--- src/rtl/core/lzsd_pkg.sv ---
// ----------------------------------------------------------------------------
// lzsd_pkg
// shared constants, state codes and controller/datapath interface types
// for the lzss stream decoder
// ----------------------------------------------------------------------------
package lzsd_pkg;

    localparam int WIN_SIZE         = 4096;
    localparam int WIN_AW           = $clog2(WIN_SIZE);
    localparam int MIN_MATCH_OFFSET = 2;
    localparam int CNT_W            = $clog2(256 + MIN_MATCH_OFFSET + 1);
    localparam int LANES            = 8;
    localparam int LANE_CW          = $clog2(LANES + 1);
    localparam int OUT_TDATA_W      = 72;

    typedef enum logic [1:0] {
        PH_TOKEN   = 2'd0,
        PH_DIST_HI = 2'd1,
        PH_DIST_LO = 2'd2
    } phase_t;

    typedef enum logic [1:0] {
        ST_IDLE  = 2'd0,
        ST_READ  = 2'd1,
        ST_WRITE = 2'd2,
        ST_FLUSH = 2'd3
    } ctrl_state_t;

    typedef struct packed {
        logic accept;
        logic rd_issue;
        logic wr_copy;
        logic push;
        logic push_last;
    } ctrl_cmd_t;

    typedef struct packed {
        logic byte_literal;
        logic byte_dist_lo;
        logic pk_full;
        logic out_free;
        logic rem_one;
    } dp_status_t;

endpackage

--- src/rtl/core/lzsd_ctrl.sv ---
// ----------------------------------------------------------------------------
// lzsd_ctrl
// sequencer: takes stream bytes, runs the read/write steps of a match copy
// and hands packed groups to the output register
// ----------------------------------------------------------------------------
module lzsd_ctrl
    import lzsd_pkg::*;
(
    input  logic        clk,
    input  logic        rst_n,
    input  logic        in_valid,
    output logic        in_ready,
    input  dp_status_t  status,
    output ctrl_cmd_t   cmd
);

    ctrl_state_t state_reg;
    ctrl_state_t state_next;

    always_ff @(posedge clk or negedge rst_n)
    begin
        if (!rst_n)
        begin
            state_reg <= ST_IDLE;
        end
        else
        begin
            state_reg <= state_next;
        end
    end

    always_comb
    begin
        state_next = state_reg;
        unique case (state_reg)
            ST_IDLE:
            begin
                if (in_valid && status.byte_literal)
                begin
                    state_next = ST_FLUSH;
                end
                else if (in_valid && status.byte_dist_lo)
                begin
                    state_next = ST_READ;
                end
            end
            ST_READ:
            begin
                if (!status.pk_full || status.out_free)
                begin
                    state_next = ST_WRITE;
                end
            end
            ST_WRITE:
            begin
                state_next = status.rem_one ? ST_FLUSH : ST_READ;
            end
            ST_FLUSH:
            begin
                if (status.out_free)
                begin
                    state_next = ST_IDLE;
                end
            end
            default:
            begin
                state_next = ST_IDLE;
            end
        endcase
    end

    always_comb
    begin
        in_ready = 1'b0;
        cmd      = '0;
        unique case (state_reg)
            ST_IDLE:
            begin
                in_ready   = 1'b1;
                cmd.accept = in_valid;
            end
            ST_READ:
            begin
                if (!status.pk_full || status.out_free)
                begin
                    cmd.rd_issue = 1'b1;
                    cmd.push     = status.pk_full;
                end
            end
            ST_WRITE:
            begin
                cmd.wr_copy = 1'b1;
            end
            ST_FLUSH:
            begin
                cmd.push      = status.out_free;
                cmd.push_last = status.out_free;
            end
            default:
            begin
                cmd = '0;
            end
        endcase
    end

endmodule

--- config.mk ---
export PLATFORM = sky130hd
export DESIGN_NAME = lzsd_ctrl
export DESIGN_NICKNAME = d
export VERILOG_FILES = /design/src/rtl/core/lzsd_pkg.sv /design/src/rtl/core/lzsd_ctrl.sv
export SDC_FILE = /design/constraint.sdc
export NUM_CORES = 1
export LEC_CHECK = 0
export ABC_CLOCK_PERIOD_IN_PS = 900
export BUFFER_PORTS_ARGS = -buffer_cell sky130_fd_sc_hd__buf_2
export CORE_AREA = 2 2 39 41
export DETAILED_ROUTE_END_ITERATION = 10
export DIE_AREA = 0 0 41 43
export SYNTH_ARGS = -nofsm -noshare
export SYNTH_HDL_FRONTEND = slang
export SYNTH_SLANG_ARGS = --single-unit
--- constraint.sdc ---
create_clock -name clk -period 0.9 [get_ports clk]
set_input_delay 0.045 -clock clk [delete_from_list [all_inputs] [get_ports clk]]
set_output_delay 0.045 -clock clk [all_outputs]
set_load 0.02 [all_outputs]
Word level (Yosys, flattened, before mapping)

Cells that the tools add are included.

Reduce and logical (&&, ||, !) cells: 6
Equality and inequality tests: 6
Muxes and demuxes: 14

Operators by type and width:

| cell                                                 | count |
|---|---|
| two-way mux 2 bit                                    | 5 |
| case mux 2 bit (4 select lines)                      | 1 |
| two-way mux 1 bit                                    | 7 |
| equality test 2 bit (second input constant)          | 2 |
| != test 2 bit (second input constant)                | 2 |
| != test 3 bit (second input constant)                | 1 |
| AND reduction 3 bit                                  | 1 |
| equality test 2 x 1 -> 1 bit (second input constant) | 1 |
| logical AND 1 bit                                    | 2 |
| logical NOT 2 bit                                    | 1 |
| case mux 1 bit (2 select lines)                      | 1 |
| logical NOT 1 bit                                    | 1 |
| logical OR 1 bit                                     | 1 |

Bits in registers: 2
Logic and storage cells: 27

Longest topological paths before layout

Word-level depth: 4
Mapped depth: 3
Depth with buffers taken out: 3

Worst setup path before layout

Ideal clock, no wire load.

Kind: register -> register
Start point: register state_reg[0]
End point: register state_reg[1]
Slack: -0.200 ns
Required time: 0.835 ns
Path buffers: 0
Stages on the path, launching flop included: 4
Arrival time: 1.035 ns
Setup time: 0.065 ns
Path through: dfrtp_1 nor2_2 and2_4 a22o_1

Longest elaborated chain between the ends: 3
Elaborated cells between the ends (all ways): 9
Classes of those cells: eq/ne (6); mux (1); reduce/logical (2)

Ends and longest elaborated chain:

| element                                                                | RTL line        | text |
|---|---|---|
| start: declaration                                                     | lzsd_ctrl.sv:17 | `ctrl_state_t state_reg;` |
| start signal: assignment                                               | lzsd_ctrl.sv:28 | `state_reg <= state_next;` |
| equality test 2 x 1 -> 1 bit, or another cell as far along             | lzsd_ctrl.sv:35 | `unique case (state_reg)` |
| != test 2 bit (no source line) / != test 3 bit (equally long branches) | -               |  |
| AND reduction 3 bit (no source line)                                   | -               |  |

Several ways; a longest one is shown, not always the timed one.
A chain may end at the register's enable or synchronous reset.

==> impl_results.md <==
- Seq/Total Area, Yosys: 0.342
- Diodes inserted: 0
- Yosys top cell by area: dfrtp_1
- RSZ-0062 raised after global routing: true
- Pre-Repair DR Iteration Count: 2
- CP arrival: between 1 and 1.5 ns
- Total CTS buffers: 3
- Die area: 1760 um2
- Area contributors post-synth: dfrtp_1 (34%), nor2_1 (7.7%), o21ai_0 (6.8%), a22o_1 (6.0%), and2_4 (6.0%)
- CP Class: reg2out
- DRC Markers: 0
- Setup Buffers After CTS: 0
- Fmax: a little under 900 MHz
- Synth Area in Adders: 0
- Most common cell in the netlist: nor2_1
- Synth Area in XOR/XNOR: 0
- Ys flop type: dfrtp_1
- Clk buf depth: 2
- Vias in the first global route: 230
- Synth-to-layout area growth: 152%
- Post-synthesis mux area share: 0
- GR Util met3: 0.00524
- Post-synthesis simple-gate area fraction: 0.368
- Sink Count: 2
- Max VDD drop: between 1000 and 1500 uV
- Grt met2 use: 0.109
- Worst clock skew: 0.000915 ns
- Placed cell count: 52
- CTS Root Cell: clkbuf_4
- Synth top area share: 0.342
- Final setup margin: -0.250 ns
- Post-synth EDFFs: 0
- Max cap viols: 0
- Clock slew at reported path FFs: roughly 0.04 ns
- Pre-CTS WS: -0.125 ns
- Compound-Gate Fraction of Synth Area: 0.265
- Initial core utilization: 0.106
- Netlist cell types: 14
- Core Area: ~1400 um2
- Setup crit end kind: output port
- # rows: 14
- Most used routing layer: met4
- DP Wirelength: approximately 380 um
- Slew Limit Fails: 0
- Max reg flops: 2
- Leak Pwr: 0.177 nW
- Most used cell, CP: buf_6
- Post-synthesis net count: 27
- Largest family of logic cells by synthesized area: simple AND/OR/NAND/NOR gates
- Status: finished, violations left
- Via count: around 220
- Initial DRC Count: 3
- Syn. warnings: 0
- CP required: around 0.85 ns
- Pwr/cell area: around 3500 nW/um2
- Rel. slew slack: 0.877
- Mapped Area: 146 um2
- Share of cells above drive strength 1: 0.707
- First-pass GRT wire length: between 800 and 900 um
- CP startpoint kind: register
- CP Max Fanout: 6
- ANT nets after route: 0
- CP max stage cell: dfrtp_2
- DIE WIDTH: 41 um
- Port Buffers: 13
- Overflow after GRT: 0
- CTS tree: yes
- Wire per inst: ~9.4 um
- Boundary pin count: 14
- Number of hold violations in the final report: 0
- Critical path's largest stage delay: approximately 0.45 ns
- Min-Delay Path Class: in2reg
- Fin cells: 57
- Grt met1 use: 0.0863
- H-tree depth: 1
- Die height: between 40 and 50 um
- Period minus WS final: 1.15 ns
- Async SR Flop Fraction: 1.00
- WL final: 535 um
- CP cell instances: and3_4 > buf_6 > buf_6
- Post-Syn Area per Cell: just under 8 um2
- Synth Register Bits: 2
- Final clock period utilization by the worst path: 1.28
- Nets: 50
- Top post-synthesis cells by count: nor2_1 (3), dfrtp_1 (2), nand2_1 (2), o21ai_0 (2)
- DR vias/cell: roughly 3.8
- Total GRT Usage: 0.0812
- Failing checks: setup timing
- Least-Margin Pin Slew: between 0.15 and 0.2 ns
- Initial antenna violation count: 0
- Latest clock arrival within the worst-skew pair: 0.23 ns
- Gate Count Post-Synth: 19
- GPL Wtd Cong: 0.769
- Largest net degree at the start of global routing: 7
- Final setup vio count: 8
- Core Util, Final: 0.267
## placed cells by master, fill, tap and decap left out, drive strengths merged
cell type	Yosys	routed
nor2b	1	1
a22o	1	1
dfrtp	2	2
a21oi	1	1
clkbuf	0	4
and2	1	1
nand2	2	2
buf	0	17
nor2	4	4
a21o	1	1
o21ai	2	2
o21a	1	1
dlygate4sd3	0	1
nor3b	1	1
inv	1	1
and3	1	1
## final timing paths
check / startpoint / endpoint / slack (ns) / depth (start not counted)
worst min-delay path: status[4] / state_reg[1]$_DFFE_PN0P_ / 0.07 / 2
worst max register to register: state_reg[0]$_DFFE_PN0P_ / state_reg[1]$_DFFE_PN0P_ / -0.09 / 3
min in group asynchronous: rst_n / state_reg[0]$_DFFE_PN0P_ / 0.12 / 2
worst min register to register: state_reg[0]$_DFFE_PN0P_ / state_reg[1]$_DFFE_PN0P_ / 0.70 / 2
worst max-delay path: state_reg[1]$_DFFE_PN0P_ / cmd[0] / -0.25 / 3
max in group asynchronous: rst_n / state_reg[1]$_DFFE_PN0P_ / 0.67 / 2
## where the power goes
part / internal [mW] / switching [mW]
logic: 0.461 / 0.346
clock network: 0.166 / 0.0732
registers: 0.146 / 0.112
## layer usage
metal  up-vias  part of all wire
li1        110                 -
met1        94              0.37
met2        11              0.50
met3         2             0.090
met4         0             0.032
met5         -                 0
## kinds of logic (layout without fill, tap and decap cells)
group	count (synthesis)	in the layout
compound gates	6	6
buf+inv	1	23
flops	2	2
simple gates	10	10
## critical path: cells and delay by family (launching register included)
kind	cells	cell delay (ns)
buffers and inverters	2	0.23
flip-flops	1	0.45
AND/OR/NAND/NOR	1	0.19
## stage by stage
step / area [um2] / hold slack, ns / setup TNS [ns] / power (mW)
final: 369 / 0.0651 / -1.40 / 1.31
after global routing: 369 / 0.0655 / -1.77 / 1.40
after CTS: 359 / 0.0503 / -1.39 / 1.28
after detailed placement: 273 / -0.169 / -0.267 / 0.835
after global placement: 273 / -0.167 / -0.186 / 0.826
after floorplan: 158 / -0.251 / -0.262 / 0.568
## layout make-up
| type | instances | area (um2) |
|---|---|---|
| inverters | 1 | 3.75 |
| well taps | 16 | 20.0 |
| clock buffers | 4 | 26.3 |
| multi-input cells | 16 | 120 |
| fillers | 150 | 1010 |
| repair buffers | 18 | 146 |
| flip-flops and latches | 2 | 52.6 |
## repair_timing
action	4_1_cts	5_1_grt
endpoints found under the setup margin	8	8
resized for setup	16	3
hold endpoints to repair	2	0
pin swaps	4	2
cloned	0	0
hold buffers	1	0
(Power assumes the default switching activity.)
